==> src/sv/llt_pkg.sv <==
// Shared types and constants for the logic language tokenizer.
// Used by the lexer, the token queue, the result serializer and the top level.
package llt_pkg;

  // Token length limit: a token is cut when it reaches TokenLimit - 1 characters.
  localparam int TokenLimit = 32;
  localparam int LenW       = $clog2(TokenLimit);
  localparam int LenOutW    = 5;
  // Entries in the queue between lexer and serializer.
  localparam int FifoDepth  = 4;

  // Character codes the lexer reacts to.
  localparam logic [7:0] ChNul        = 8'h00;
  localparam logic [7:0] ChTab        = 8'h09;
  localparam logic [7:0] ChLf         = 8'h0A;
  localparam logic [7:0] ChCr         = 8'h0D;
  localparam logic [7:0] ChSpace      = 8'h20;
  localparam logic [7:0] ChHash       = 8'h23;
  localparam logic [7:0] ChMinus      = 8'h2D;
  localparam logic [7:0] ChSlash      = 8'h2F;
  localparam logic [7:0] ChZero       = 8'h30;
  localparam logic [7:0] ChNine       = 8'h39;
  localparam logic [7:0] ChLt         = 8'h3C;
  localparam logic [7:0] ChQuestion   = 8'h3F;
  localparam logic [7:0] ChUpperA     = 8'h41;
  localparam logic [7:0] ChUpperZ     = 8'h5A;
  localparam logic [7:0] ChUnderscore = 8'h5F;
  localparam logic [7:0] ChLowerA     = 8'h61;
  localparam logic [7:0] ChLowerZ     = 8'h7A;

  typedef enum logic [2:0] {
    KIND_END      = 3'd0,
    KIND_IDENT    = 3'd1,
    KIND_VARIABLE = 3'd2,
    KIND_INTEGER  = 3'd3,
    KIND_ENTITY   = 3'd4,
    KIND_IMPLIED  = 3'd5,
    KIND_CHAR     = 3'd6
  } kind_e;

  typedef struct packed {
    logic [7:0] ch;
    logic       is_end;
  } in_item_t;

  typedef struct packed {
    kind_e               kind;
    logic [7:0]          char_code;
    logic signed [31:0]  value;
    logic [31:0]         line;
    logic [31:0]         start_index;
    logic [LenOutW-1:0]  length;
    logic                truncated;
    logic                last;
  } out_item_t;

  // Results caused by one input item; res0 is always used.
  typedef struct packed {
    out_item_t res0;
    out_item_t res1;
    logic      two;
  } tok_pair_t;

endpackage

==> src/sv/llt_lexer.sv <==
// Front part: accepts text bytes, tracks lexing mode, counters and accumulator.
// Produces up to two finished tokens per byte as one queue entry. Uses llt_pkg.
module llt_lexer (
  input  logic              clk_i,
  input  logic              rst_ni,
  input  logic              accept_i,
  input  llt_pkg::in_item_t in_data_i,
  output logic              entry_valid_o,
  output llt_pkg::tok_pair_t entry_o
);
  import llt_pkg::*;

  typedef enum logic [3:0] {
    M_IDLE    = 4'd0,
    M_IDENT   = 4'd1,
    M_VAR     = 4'd2,
    M_INT     = 4'd3,
    M_ENTITY  = 4'd4,
    M_LT      = 4'd5,
    M_SLASH   = 4'd6,
    M_COMMENT = 4'd7
  } mode_e;

  mode_e            mode_q, mode_d;
  logic [31:0]      acc_q, acc_d;
  logic             neg_q, neg_d;
  logic [31:0]      start_q, start_d;
  logic [LenW-1:0]  len_q, len_d;
  logic [31:0]      line_q, line_d;
  logic [31:0]      idx_q, idx_d;

  logic [7:0]       c;
  logic             is_end, is_alpha, is_digit, is_ident, is_space;
  logic [3:0]       dig;
  logic [LenW-1:0]  len_inc;
  logic             trunc_hit;
  logic [31:0]      acc_upd;
  logic             used;
  logic             e1v, e2v;
  out_item_t        e1, e2, r0;

  function automatic out_item_t make_rec(kind_e kind, logic [7:0] code, logic [31:0] value,
                                         logic [31:0] start, logic [LenOutW-1:0] len,
                                         logic trunc, logic [31:0] line);
    out_item_t r;
    r.kind        = kind;
    r.char_code   = code;
    r.value       = $signed(value);
    r.line        = line;
    r.start_index = start;
    r.length      = len;
    r.truncated   = trunc;
    r.last        = 1'b0;
    return r;
  endfunction

  // Build the record of the token pending in the given mode.
  function automatic out_item_t pend_rec(mode_e mode, logic [31:0] start, logic [LenW-1:0] len,
                                         logic [31:0] acc, logic trunc, logic [31:0] line);
    out_item_t r;
    case (mode)
      M_IDENT:  r = make_rec(KIND_IDENT, 8'd0, 32'd0, start, LenOutW'(len), trunc, line);
      M_VAR:    r = make_rec(KIND_VARIABLE, 8'd0, 32'd0, start, LenOutW'(len), trunc, line);
      M_INT:    r = make_rec(KIND_INTEGER, 8'd0, acc, start, LenOutW'(len), trunc, line);
      M_ENTITY: r = make_rec(KIND_ENTITY, 8'd0, acc, start, LenOutW'(len), trunc, line);
      M_LT:     r = make_rec(KIND_CHAR, ChLt, 32'd0, start, LenOutW'(1), 1'b0, line);
      M_SLASH:  r = make_rec(KIND_CHAR, ChSlash, 32'd0, start, LenOutW'(1), 1'b0, line);
      default:  r = '0;
    endcase
    return r;
  endfunction

  // Classify the byte
  assign c         = in_data_i.ch;
  assign is_end    = in_data_i.is_end | (c == ChNul);
  assign is_alpha  = ((c >= ChUpperA) && (c <= ChUpperZ)) || ((c >= ChLowerA) && (c <= ChLowerZ));
  assign is_digit  = (c >= ChZero) && (c <= ChNine);
  assign is_ident  = is_alpha | is_digit | (c == ChUnderscore);
  assign is_space  = (c == ChSpace) || ((c >= ChTab) && (c <= ChCr));
  assign dig       = 4'(c - ChZero);
  assign len_inc   = len_q + 1'b1;
  assign trunc_hit = (len_inc >= LenW'(TokenLimit - 1));
  // Signed accumulate: value * 10 plus or minus the digit
  assign acc_upd   = (acc_q << 3) + (acc_q << 1) + (neg_q ? (32'd0 - {28'd0, dig}) : {28'd0, dig});

  // Next state and emitted tokens
  always_comb begin
    mode_d  = mode_q;
    acc_d   = acc_q;
    neg_d   = neg_q;
    start_d = start_q;
    len_d   = len_q;
    line_d  = line_q;
    idx_d   = idx_q;
    used    = 1'b0;
    e1v     = 1'b0;
    e1      = '0;
    e2v     = 1'b0;
    e2      = '0;

    if (is_end) begin
      // Flush pending token, drop a pending comment, then restart
      if (mode_q != M_COMMENT && mode_q != M_IDLE) begin
        e1v = 1'b1;
        e1  = pend_rec(mode_q, start_q, len_q, acc_q, 1'b0, line_q);
      end
      e2v     = 1'b1;
      e2      = make_rec(KIND_END, 8'd0, 32'd0, idx_q, LenOutW'(1), 1'b0, line_q);
      mode_d  = M_IDLE;
      acc_d   = '0;
      neg_d   = 1'b0;
      start_d = '0;
      len_d   = '0;
      line_d  = 32'd1;
      idx_d   = 32'd1;
    end else begin
      case (mode_q)
        M_IDENT, M_VAR: begin
          if (is_ident) begin
            used  = 1'b1;
            len_d = len_inc;
            if (trunc_hit) begin
              e1v    = 1'b1;
              e1     = pend_rec(mode_q, start_q, len_inc, acc_q, 1'b1, line_q);
              mode_d = M_IDLE;
            end
          end else begin
            e1v    = 1'b1;
            e1     = pend_rec(mode_q, start_q, len_q, acc_q, 1'b0, line_q);
            mode_d = M_IDLE;
          end
        end
        M_INT, M_ENTITY: begin
          if (is_digit) begin
            used  = 1'b1;
            len_d = len_inc;
            acc_d = acc_upd;
            if (trunc_hit) begin
              e1v    = 1'b1;
              e1     = pend_rec(mode_q, start_q, len_inc, acc_upd, 1'b1, line_q);
              mode_d = M_IDLE;
            end
          end else begin
            e1v    = 1'b1;
            e1     = pend_rec(mode_q, start_q, len_q, acc_q, 1'b0, line_q);
            mode_d = M_IDLE;
          end
        end
        M_LT: begin
          e1v    = 1'b1;
          mode_d = M_IDLE;
          if (c == ChMinus) begin
            used = 1'b1;
            e1   = make_rec(KIND_IMPLIED, 8'd0, 32'd0, start_q, LenOutW'(2), 1'b0, line_q);
          end else begin
            e1 = pend_rec(mode_q, start_q, len_q, acc_q, 1'b0, line_q);
          end
        end
        M_SLASH: begin
          if (c == ChSlash) begin
            used   = 1'b1;
            mode_d = M_COMMENT;
          end else begin
            e1v    = 1'b1;
            e1     = pend_rec(mode_q, start_q, len_q, acc_q, 1'b0, line_q);
            mode_d = M_IDLE;
          end
        end
        M_COMMENT: begin
          if (c != ChLf) begin
            used = 1'b1;
          end else begin
            mode_d = M_IDLE;
          end
        end
        default: begin
          mode_d = M_IDLE;
        end
      endcase

      // Start a new token from a byte not consumed above
      if (!used && !is_space) begin
        if (is_alpha || c == ChUnderscore) begin
          mode_d  = M_IDENT;
          start_d = idx_q;
          len_d   = LenW'(1);
        end else if (is_digit || c == ChMinus) begin
          mode_d  = M_INT;
          start_d = idx_q;
          len_d   = LenW'(1);
          neg_d   = (c == ChMinus);
          acc_d   = is_digit ? {28'd0, dig} : 32'd0;
        end else if (c == ChLt) begin
          mode_d  = M_LT;
          start_d = idx_q;
        end else if (c == ChSlash) begin
          mode_d  = M_SLASH;
          start_d = idx_q;
        end else if (c == ChQuestion) begin
          mode_d  = M_VAR;
          start_d = idx_q + 32'd1;
          len_d   = '0;
        end else if (c == ChHash) begin
          mode_d  = M_ENTITY;
          start_d = idx_q + 32'd1;
          len_d   = '0;
          acc_d   = '0;
          neg_d   = 1'b0;
        end else begin
          e2v = 1'b1;
          e2  = make_rec(KIND_CHAR, c, 32'd0, idx_q, LenOutW'(1), 1'b0, line_q);
        end
      end

      idx_d  = idx_q + 32'd1;
      line_d = line_q + {31'd0, (c == ChLf)};
    end
  end

  // Pack emitted tokens into one entry, first token in slot zero
  always_comb begin
    r0            = e1v ? e1 : e2;
    r0.last       = ~(e1v & e2v);
    entry_o.res0  = r0;
    entry_o.res1  = e2;
    entry_o.res1.last = 1'b1;
    entry_o.two   = e1v & e2v;
    entry_valid_o = accept_i & (e1v | e2v);
  end

  // Hold lexer state; advance on each accepted byte
  always_ff @(posedge clk_i or negedge rst_ni) begin
    if (!rst_ni) begin
      mode_q  <= M_IDLE;
      acc_q   <= '0;
      neg_q   <= 1'b0;
      start_q <= '0;
      len_q   <= '0;
      line_q  <= 32'd1;
      idx_q   <= 32'd1;
    end else if (accept_i) begin
      mode_q  <= mode_d;
      acc_q   <= acc_d;
      neg_q   <= neg_d;
      start_q <= start_d;
      len_q   <= len_d;
      line_q  <= line_d;
      idx_q   <= idx_d;
    end
  end

endmodule

==> src/sv/llt_fifo.sv <==
// Short queue of token entries between the lexer and the serializer.
// Entry type comes from llt_pkg.
module llt_fifo (
  input  logic               clk_i,
  input  logic               rst_ni,
  input  logic               wr_i,
  input  llt_pkg::tok_pair_t wr_data_i,
  output logic               full_o,
  input  logic               rd_i,
  output llt_pkg::tok_pair_t rd_data_o,
  output logic               empty_o
);
  import llt_pkg::*;

  localparam int PtrW = (FifoDepth > 1) ? $clog2(FifoDepth) : 1;
  localparam int CntW = $clog2(FifoDepth + 1);

  tok_pair_t       slots_q [FifoDepth];
  logic [PtrW-1:0] wr_ptr_q, rd_ptr_q;
  logic [CntW-1:0] cnt_q;
  logic            do_wr, do_rd;

  assign full_o    = (cnt_q == CntW'(FifoDepth));
  assign empty_o   = (cnt_q == '0);
  assign do_wr     = wr_i & ~full_o;
  assign do_rd     = rd_i & ~empty_o;
  assign rd_data_o = slots_q[rd_ptr_q];

  // Store entries
  always_ff @(posedge clk_i) begin
    if (do_wr) begin
      slots_q[wr_ptr_q] <= wr_data_i;
    end
  end

  // Advance pointers and fill count
  always_ff @(posedge clk_i or negedge rst_ni) begin
    if (!rst_ni) begin
      wr_ptr_q <= '0;
      rd_ptr_q <= '0;
      cnt_q    <= '0;
    end else begin
      if (do_wr) begin
        wr_ptr_q <= (wr_ptr_q == PtrW'(FifoDepth - 1)) ? '0 : wr_ptr_q + 1'b1;
      end
      if (do_rd) begin
        rd_ptr_q <= (rd_ptr_q == PtrW'(FifoDepth - 1)) ? '0 : rd_ptr_q + 1'b1;
      end
      if (do_wr && !do_rd) begin
        cnt_q <= cnt_q + 1'b1;
      end else if (do_rd && !do_wr) begin
        cnt_q <= cnt_q - 1'b1;
      end
    end
  end

endmodule

==> src/sv/llt_serializer.sv <==
// Back part: takes token entries from the queue and presents their results one at
// a time in an output register. Uses llt_pkg.
module llt_serializer (
  input  logic               clk_i,
  input  logic               rst_ni,
  input  logic               fifo_empty_i,
  input  llt_pkg::tok_pair_t fifo_data_i,
  output logic               fifo_rd_o,
  output logic               empty_o,
  input  logic               pop_i,
  output llt_pkg::out_item_t out_data_o
);
  import llt_pkg::*;

  tok_pair_t cur_q;
  logic      valid_q;
  logic      slot_q;
  logic      take, done, load;

  assign take       = pop_i & valid_q;
  assign done       = take & (slot_q | ~cur_q.two);
  assign load       = ~valid_q | done;
  assign fifo_rd_o  = load & ~fifo_empty_i;
  assign empty_o    = ~valid_q;
  assign out_data_o = slot_q ? cur_q.res1 : cur_q.res0;

  // Hold current entry payload
  always_ff @(posedge clk_i) begin
    if (fifo_rd_o) begin
      cur_q <= fifo_data_i;
    end
  end

  // Advance through the entry's results; refill from the queue when done
  always_ff @(posedge clk_i or negedge rst_ni) begin
    if (!rst_ni) begin
      valid_q <= 1'b0;
      slot_q  <= 1'b0;
    end else if (load) begin
      valid_q <= ~fifo_empty_i;
      slot_q  <= 1'b0;
    end else if (take) begin
      slot_q  <= 1'b1;
    end
  end

endmodule

==> src/sv/logic_language_tokenizer.sv <==
// Logic language tokenizer: text bytes in, tokens out.
// Top level; instantiates llt_lexer, llt_fifo and llt_serializer from llt_pkg types.
//
// Usage:
//   Input queue: drive in_data_i (ch, is_end) with push_i; a request is taken
//   at a clock edge where push_i is high and full_o is low. A zero byte acts
//   like is_end. One byte is taken per cycle while full_o stays low.
//   Output queue: while empty_o is low, out_data_o shows the oldest token;
//   pop_i at such an edge takes it. Up to one token leaves per cycle.
//   A token appears when the byte that ends it is taken; one byte may release
//   two tokens (the pending one and a one-character or end token), the second
//   marked by last. Tokens pass via the token queue to the output register.
//   The lexer handles each taken byte at once; a 4-entry token queue and the
//   output register decouple it from the receiver. When the receiver stalls,
//   the queue fills and full_o rises; no byte or token is lost.
//   Reset clears lexing mode to idle, line and index to 1 and empties both
//   queues. After an end token the same restart happens on its own.
module logic_language_tokenizer (
  input  logic                clk_i,
  input  logic                rst_ni,
  input  logic                push_i,
  output logic                full_o,
  input  llt_pkg::in_item_t   in_data_i,
  output logic                empty_o,
  input  logic                pop_i,
  output llt_pkg::out_item_t  out_data_o
);
  import llt_pkg::*;

  logic      accept;
  logic      entry_valid;
  tok_pair_t entry;
  logic      fifo_full, fifo_empty, fifo_rd;
  tok_pair_t fifo_data;

  assign full_o = fifo_full;
  assign accept = push_i & ~fifo_full;

  llt_lexer u_lexer (
    .clk_i         (clk_i),
    .rst_ni        (rst_ni),
    .accept_i      (accept),
    .in_data_i     (in_data_i),
    .entry_valid_o (entry_valid),
    .entry_o       (entry)
  );

  llt_fifo u_fifo (
    .clk_i     (clk_i),
    .rst_ni    (rst_ni),
    .wr_i      (entry_valid),
    .wr_data_i (entry),
    .full_o    (fifo_full),
    .rd_i      (fifo_rd),
    .rd_data_o (fifo_data),
    .empty_o   (fifo_empty)
  );

  llt_serializer u_serializer (
    .clk_i        (clk_i),
    .rst_ni       (rst_ni),
    .fifo_empty_i (fifo_empty),
    .fifo_data_i  (fifo_data),
    .fifo_rd_o    (fifo_rd),
    .empty_o      (empty_o),
    .pop_i        (pop_i),
    .out_data_o   (out_data_o)
  );

  // An accepted end request always leaves an entry in the queue
  a_end_queued: assert property (@(posedge clk_i) disable iff (!rst_ni)
    (accept && (in_data_i.is_end || in_data_i.ch == ChNul)) |=> !fifo_empty)
    else $error("end request produced no queue entry");

  // The end token is always the final token of its request
  a_end_last: assert property (@(posedge clk_i) disable iff (!rst_ni)
    (!empty_o && out_data_o.kind == KIND_END) |-> out_data_o.last)
    else $error("end token not marked last");

  // A token that is not last is followed by its partner without a gap
  a_pair_kept: assert property (@(posedge clk_i) disable iff (!rst_ni)
    (!empty_o && !out_data_o.last) |=> !empty_o)
    else $error("second token of a pair went missing");

endmodule

==> config.mk <==
export PLATFORM = sky130hd
export DESIGN_NAME = logic_language_tokenizer
export DESIGN_NICKNAME = d
export VERILOG_FILES = /design/src/sv/llt_pkg.sv /design/src/sv/llt_lexer.sv /design/src/sv/llt_fifo.sv /design/src/sv/llt_serializer.sv /design/src/sv/logic_language_tokenizer.sv
export SDC_FILE = /design/constraint.sdc
export NUM_CORES = 1
export LEC_CHECK = 0
export BUFFER_PORTS_ARGS = -buffer_cell sky130_fd_sc_hd__clkbuf_2
export CAP_MARGIN = 10
export CELL_PAD_IN_SITES_DETAIL_PLACEMENT = 1
export CELL_PAD_IN_SITES_GLOBAL_PLACEMENT = 1
export CORE_MARGIN = 5
export CORE_UTILIZATION = 54
export CTS_BUF_LIST = sky130_fd_sc_hd__clkbuf_8 sky130_fd_sc_hd__clkbuf_16
export DETAILED_ROUTE_END_ITERATION = 12
export HOLD_SLACK_MARGIN = 0.08
export PLACE_DENSITY_LB_ADDON = 0.1
export SYNTH_ARGS = -nofsm -noshare
export SYNTH_HDL_FRONTEND = slang
export SYNTH_SLANG_ARGS = --single-unit
==> constraint.sdc <==
create_clock -name clk_i -period 14.4 [get_ports clk_i]
set_input_delay 1.44 -clock clk_i [delete_from_list [all_inputs] [get_ports clk_i]]
set_output_delay 1.44 -clock clk_i [all_outputs]
set_load 0.02 [all_outputs]
### Word-level counts from Yosys, hierarchy flattened

Memories as Yosys holds them, arrays and structs flattened. A register that Yosys moved wholly into a read port is not among the register bits.
Cells that the tools add are included.

| storage, ports and cells | value |
|---|---|
| word-level logic and storage cells | 213 |
| memories | 1 |
| RAM bits | 912 |
| register bits | 148 |

Memory list:

| name | words | bits a word | rd ports | clocked after Yosys merged registers in | wr ports | RTL line | RTL |
|---|---|---|---|---|---|---|---|
| u_fifo.slots_q | 4 | 228 | 1 | 1 | 1 | llt_fifo.sv:18 | `tok_pair_t slots_q [FifoDepth];` |

| operators by class | value |
|---|---|
| reductions and logical operators | 28 |
| magnitude comparators | 9 |
| add/subtract/negate cells | 11 |
| mux-type cells | 108 |
| bitwise operators | 19 |
| eq/ne operators | 24 |

Operators by type and width:

| operator | count |
|---|---|
| 114-bit two-way mux | 17 |
| 114-bit one-hot mux with 4 select lines | 4 |
| 114-bit one-hot mux with 6 select lines | 1 |
| 32-bit two-way mux | 21 |
| 113-bit two-way mux | 1 |
| 32-bit adder | 2 |
| 4-bit two-way mux | 13 |
| 5-bit two-way mux | 10 |
| 8-bit by 6-bit equality test with 1-bit output, second input constant | 6 |
| 32-bit by 1-bit adder with 32-bit output | 1 |
| 32-bit by 1-bit adder with 32-bit output, second input constant | 1 |
| 1-bit two-way mux | 32 |
| 4-bit by 3-bit equality test with 1-bit output, second input constant | 4 |
| 8-bit by 7-bit >= comparator with 1-bit output, second input constant | 2 |
| 8-bit by 7-bit <= comparator with 1-bit output, second input constant | 2 |
| 4-bit one-hot mux with 4 select lines | 1 |
| 5-bit one-hot mux with 2 select lines | 1 |
| 3-bit two-way mux | 3 |
| 1-bit bitwise AND | 8 |
| 4-bit by 2-bit equality test with 1-bit output, second input constant | 2 |
| 8-bit by 4-bit equality test with 1-bit output, second input constant | 1 |
| 8-bit by 7-bit equality test with 1-bit output, second input constant | 1 |
| 8-bit by 4-bit >= comparator with 1-bit output, second input constant | 1 |
| 8-bit by 6-bit >= comparator with 1-bit output, second input constant | 1 |
| other kinds (34) | 63 |

### Logic depth before layout (Yosys ltp)

| depth | value |
|---|---|
| word-level depth | 19 |
| gate-level depth with buffers | 16 |
| gate-level depth less buffers | 16 |

### Cells and area by module

A second synthesis with hierarchy kept.

| second synthesis, totals | value |
|---|---|
| cell total of the unflattened synthesis | 3073 |
| area, all modules | 54084.4 um^2 |

Modules (own cells, without submodules):

| module | sequential area each (um^2) | area an instance (um^2) | cells each | instances |
|---|---|---|---|---|
| llt_fifo | 27681.5 | 33495.9 | 1234 | 1 |
| llt_lexer | 3455.8 | 12069.1 | 1472 | 1 |
| llt_serializer | 6926.6 | 8505.7 | 366 | 1 |
| logic_language_tokenizer | 0.0 | 13.8 | 1 | 1 |

### Worst setup path before layout

OpenSTA, ideal clock, no wires.

| timing | value |
|---|---|
| path kind | input -> register |
| start point | input pop_i |
| end point | register u_fifo.cnt_q[1] |
| setup slack | 1.893 ns |
| arrival time | 12.382 ns |
| library setup time | 0.125 ns |
| stages | 7 |
| cell sequence | o21ai_0 > a21oi_1 > inv_1 > ha_1 > inv_1 > fa_1 > mux2_2 |

| between the ends | value |
|---|---|
| cells in the longest elaborated chain, start to end | 8 |

Ends and longest elaborated chain:

| what | RTL line | RTL |
|---|---|---|
| start, declared | logic_language_tokenizer.sv:25 | `input logic pop_i,` |
| 1-bit bitwise AND (*) | llt_serializer.sv:20 | `assign take = pop_i & valid_q;` |
| 1-bit bitwise AND (*) | llt_serializer.sv:21 | `assign done = take & (slot_q \| ~cur_q.two);` |
| 1-bit bitwise OR (*) | llt_serializer.sv:22 | `assign load = ~valid_q \| done;` |
| 1-bit bitwise AND (*) | llt_serializer.sv:23 | `assign fifo_rd_o = load & ~fifo_empty_i;` |
| named net fifo_rd | logic_language_tokenizer.sv:33 | `logic fifo_full, fifo_empty, fifo_rd;` |
| 1-bit bitwise AND (*) | llt_fifo.sv:26 | `assign do_rd = rd_i & ~empty_o;` |
| 1-bit logical NOT | llt_fifo.sv:49 | `if (do_wr && !do_rd) begin` |
| 1-bit logical AND | llt_fifo.sv:49 |  |
| 3-bit two-way mux / 2-bit nonzero test (equally long branches) | n/a |  |
| end signal, assigned | llt_fifo.sv:50 | `cnt_q <= cnt_q + 1'b1;` |
| end signal, assigned | llt_fifo.sv:52 | `cnt_q <= cnt_q - 1'b1;` |
| end, declared | llt_fifo.sv:20 | `logic [CntW-1:0] cnt_q;` |

The timed path passes the listed nets; every way through them passes the cells marked *.
A chain may end at the register's enable or synchronous reset.

### Worst setup path after layout

| timing | value |
|---|---|
| start point | input in_data_i[4] in the netlist's numbering |
| end point | memory u_fifo.slots_q[0][19] in the netlist's numbering (enable) |

| between the ends | value |
|---|---|
| cells in the longest elaborated chain, start to end | 17 |

Ends and longest elaborated chain:

| what | RTL line | RTL |
|---|---|---|
| start, declared | logic_language_tokenizer.sv:23 | `input llt_pkg::in_item_t in_data_i,` |
| 8-bit by 7-bit >= comparator with 1-bit output / 8-bit by 7-bit <= comparator with 1-bit output (equally long branches) | llt_lexer.sv:76 | `assign is_alpha = ((c >= ChUpperA) && (c <= ChUpperZ)) \|\| ((c >= ChLowerA) && (c <= ChLowerZ));` |
| 1-bit logical AND | llt_lexer.sv:76 |  |
| 1-bit logical OR | llt_lexer.sv:76 |  |
| 1-bit bitwise OR (2 in series) | llt_lexer.sv:78 | `assign is_ident = is_alpha \| is_digit \| (c == ChUnderscore);` |
| 1-bit two-way mux | llt_lexer.sv:119 | `if (is_ident) begin` |
| 1-bit one-hot mux with 5 select lines | llt_lexer.sv:117 | `case (mode_q)` |
| 1-bit two-way mux | llt_lexer.sv:101 | `if (is_end) begin` |
| 1-bit logical NOT | llt_lexer.sv:182 | `if (!used && !is_space) begin` |
| 1-bit logical AND | llt_lexer.sv:182 |  |
| 1-bit two-way mux | llt_lexer.sv:182 |  |
| 1-bit two-way mux | llt_lexer.sv:101 |  |
| 1-bit bitwise OR (*) | llt_lexer.sv:228 | `entry_valid_o = accept_i & (e1v \| e2v);` |
| 1-bit bitwise AND (*) | llt_lexer.sv:228 |  |
| 1-bit bitwise AND (*) | llt_fifo.sv:25 | `assign do_wr = wr_i & ~full_o;` |
| named net u_fifo.do_wr | llt_fifo.sv:21 | `logic do_wr, do_rd;` |
| 1-bit two-way mux (*) | llt_fifo.sv:31 | `if (do_wr) begin` |
| 1-bit two-way mux (implied by the code) (*) | llt_fifo.sv:32 | `slots_q[wr_ptr_q] <= wr_data_i;` |
| end, declared | llt_fifo.sv:18 |  |

The timed path passes the listed nets; every way through them passes the cells marked *. The select of a mux whose other input is x is not followed.

==> key figures <==
Outcome
  • Run status: completed

Global routing
  • GRT Total Usage: 0.2394
  • Initial antenna violation count: 1
  • Largest net degree at the start of global routing: between 100 and 150
  • First-pass GRT wire length: around 170 mm
  • Vias in the first global route: roughly 27k
  • Gr ovfl total: 0

Floorplanning
  • Core area: 84880 um2
  • Die height: around 300 um
  • Cell Rows: ~110
  • Die width: roughly 300 um
  • Initial Util: 0.5417
  • Die footprint: slightly above 90000 um2
  • I/O pins: approximately 130

Placement
  • Area post-placement: approximately 48000 um2
  • Final HPWL DP: around 64 mm
  • Pre-CTS worst setup slack: about 7.4 ns
  • Final estimated routing congestion in global placement: ~0.85
  • Port Buf Inserts: 128

Critical path
  • Crit Path Category: in2reg
  • Critical Path End: u_fifo.slots_q[0][19]$_DFFE_PP_
  • Crit-path most repeated cell: buf_4
  • Reg2reg start: u_lexer.mode_q[3]$_DFFE_PN0P_
  • Worst r2r path cells: 11
  • Crit path launch: in_data_i[4]
  • Cell class contributing the biggest share of worst-path delay: buffers and inverters
  • CP Max Fanout: around 70
  • Slowest stage delay, CP: around 0.9 ns
  • Instance count on the critical path: 12
  • Startpoint type of the worst setup path: input pin
  • Worst setup EP type: flop
  • Worst flop-to-flop path endpoint: u_fifo.slots_q[0][19]$_DFFE_PP_
  • Worst-path cell chain: clkbuf_2 > nor2_1 > a311oi_1 > o211ai_2 > nand3_1 > o21ai_4 > buf_4 > nor2_8 > nor2_4 > and2_4 > buf_4 > buf_4
  • CP Buf/Inv Count: 4
  • Critical Path AT: 6.61 ns
  • CP max-delay cell: buf_4
  • Critical Path RT: 14.68 ns
  • R2R Setup Slk: slightly below 9 ns

Power
  • P_leak: around 18 nW
  • Power share of the clock group: 0.283
  • Seq pwr share: 0.473
  • Internal: around 7.0 mW
  • PwrDens: 192.1 nW/um2
  • Peak supply drop: about 160 uV
  • Switching Share: 0.2957
  • Psw: about 2.9 mW
  • Combinational power share: 0.243

Clocking
  • TritonCTS Buffers: around 110
  • Clk Latency, worst-skew pair: 0.68 ns
  • Clock sink count: 1092
  • # H-tree levels: 3
  • CTS Buffer Depth: 3
  • Clk Tree Root Cell: clkbuf_16
  • Post-CTS Setup Repair Bufs: 0
  • Post_cts resized: 0
  • Clock Pin Slew Worst Setup and Hold Paths: ~0.06 ns
  • CTS tree: done
  • CTS hold repair buffers: 0

Final layout
  • Fill count: 7626
  • Syn-to-layout area delta: 11.75%
  • Post-layout instance area: just over 50000 um2
  • Most common cell after layout, fill and taps aside: edfxtp_1
  • Share of layout cells above drive strength 1: 0.2239
  • Core Util, Final: 0.6054
  • Most frequent cells in the layout: 945 x edfxtp_1, 189 x mux4_2, 142 x dfrtp_1
  • Nets: roughly 2.9k

Yosys
  • Count of unique library cells instantiated by Yosys: 90
  • Yosys warning count: 0
  • Post-synth EDFFs: ~950
  • Synth Flop Type: edfxtp_1
  • Register area share after synthesis: 0.6972
  • Syn Area/Cell: 16.95 um2
  • Post-synthesis cell count: ~2.7k
  • Post-synth ARST share: 0.1346
  • Yosys reg bits: ~1.1k
  • Syn nets: about 2.8k
  • Post-Syn Area: approximately 46000 um2

Routing
  • Met1 wire length: 45.29 mm
  • Top Layer Used: met4
  • Routed WL per cell: approximately 26 um
  • Vias: 24.80k
  • Metal2 WL: roughly 55 mm
  • Routed Antenna Nets: 0
  • Remaining DRCs: 0
  • Pre-Repair DR Iteration Count: 5
  • Metal3 WL: about 5.1 mm
  • Routed WL: approximately 110 mm
  • 1st-iter DRT viols: approximately 1.7k
  • Vias/cell: approximately 6.1

STA
  • Setup TNS: 0 ns
  • Fin worst setup slack: 8.069 ns
  • Min Tclk post-route: 6.331 ns
  • Pin slew with the least headroom to its limit: approximately 1.2 ns
  • Fin. max-slew vios: 0
  • FMAX: between 150 and 200 MHz
  • Slew headroom: 0.1840
  • Clk_skew: roughly 0.022 ns
  • Fin crit share: 0.4397
  • WHS: 0.4909 ns
  • RSZ-0062 raised after global routing: no
  • Final setup fails: 0
  • Final hold viol count: 0

Min path
  • Min-Delay Startpoint: u_fifo.cnt_q[2]$_DFFE_PN0P_
  • Worst Hold Class: reg2reg
  • Hold path depth: 1

Flow run
  • Total of max-cap violations: 0
## Yosys cell counts (10+ instances only)
master | number | share of area
clkbuf_1 | 74 | 0.0060
or3_1 | 14 | 0.0019
nand4_1 | 26 | 0.0035
nand2_1 | 141 | 0.012
inv_1 | 40 | 0.0033
fa_1 | 30 | 0.013
mux2_2 | 77 | 0.019
o31ai_1 | 17 | 0.0028
a31oi_1 | 22 | 0.0030
nor3_1 | 21 | 0.0023
o2bb2ai_1 | 33 | 0.0063
nor2_1 | 98 | 0.0080
o21ai_0 | 100 | 0.011
buf_1 | 35 | 0.0029
nand2b_1 | 10 | 0.0014
buf_2 | 31 | 0.0034
a21oi_1 | 60 | 0.0065
xor2_1 | 51 | 0.0097
dfrtp_1 | 145 | 0.079
a21o_1 | 25 | 0.0041
edfxtp_1 | 945 | 0.62
mux4_2 | 189 | 0.093
a22o_1 | 68 | 0.013
nand3_1 | 44 | 0.0048
ha_1 | 47 | 0.013
and3_1 | 20 | 0.0027
xnor2_1 | 40 | 0.0076
nor2b_1 | 46 | 0.0063
and2_1 | 115 | 0.016
## layer usage
layer,vias up,GRT usage
li1,10850,-
met4,0,0.05934
met1,13150,0.3283
met3,155,0.03316
met5,-,0
met2,641,0.4124
## flip-flops by register name (all words and copies together), names as in the netlist
signal,flops
u_lexer.len_q,5
u_serializer.cur_q,189
u_fifo.rd_ptr_q,2
u_lexer.start_q,32
u_serializer.slot_q,1
u_lexer.mode_q,4
u_fifo.cnt_q,3
u_lexer.line_q,32
u_fifo.slots_q,756
u_serializer.valid_q,1
u_lexer.acc_q,32
u_lexer.neg_q,1
u_fifo.wr_ptr_q,2
u_lexer.idx_q,32
## power by group through the flow
stage | sequential, mW | clock, mW | combinational, mW
global placement | 4.68 | 0 | 2.42
CTS | 4.68 | 2.86 | 2.48
detailed placement | 4.74 | 0 | 2.46
finish | 4.67 | 2.80 | 2.40
floorplan | 4.70 | 0 | 1.73
global route | 4.73 | 3.03 | 2.58
## metrics by stage
step,power [mW],std cells
floorplan,6.431,2713
global placement,7.097,3870
detailed placement,7.199,3870
CTS,10.02,4078
global route,10.33,4079
finish,9.871,4080
## cell families (layout without fill, tap and decap cells)
logic type	after synthesis	in the layout	synth area share
AO/OA/AOI/OAI	397	397	0.06025
buffers and inverters	193	415	0.01763
flip-flops	1092	1092	0.6972
multiplexers	271	271	0.1127
AND/OR/NAND/NOR	592	592	0.06896
XOR/XNOR	91	91	0.01733
adder cells (fa/ha/maj)	77	77	0.02585
other	0	1	0
## area by class of cell
type	instances	area, um2	share of cell area
Clock buffer	124	2990	0.05820
Antenna cell	1	2.502	0.00004870
Multi-Input combinational cell	1428	13190	0.2568
Tap cell	1144	1431	0.02786
Clock inverter	84	595.6	0.01159
Inverter	40	150.1	0.002922
Timing Repair Buffer	167	949.7	0.01848
Sequential cell	1092	32070	0.6241
## how the worst min path moves through the flow
stage / endpoint
after floorplan: u_lexer.line_q[0]$_DFFE_PN1P_
after global placement: u_lexer.acc_q[31]$_DFFE_PN0P_
after detailed placement: u_lexer.start_q[18]$_DFFE_PN0P_
after CTS: u_fifo.cnt_q[2]$_DFFE_PN0P_
after global routing: u_lexer.start_q[8]$_DFFE_PN0P_
final: u_fifo.cnt_q[2]$_DFFE_PN0P_
## worst reg2reg max path, stage by stage, from the launching register on
cell      delay [ns]
dfrtp_1         0.71
nor2_1          0.12
and2_0          0.42
o21ai_2         0.36
nand4b_4        0.25
o21ai_4         0.19
buf_4           0.77
nor2_8          0.09
nor2_4          0.24
and2_4          0.34
buf_4           0.79
buf_4           0.92
No activity file was read; power rests on OpenSTA's default activity.
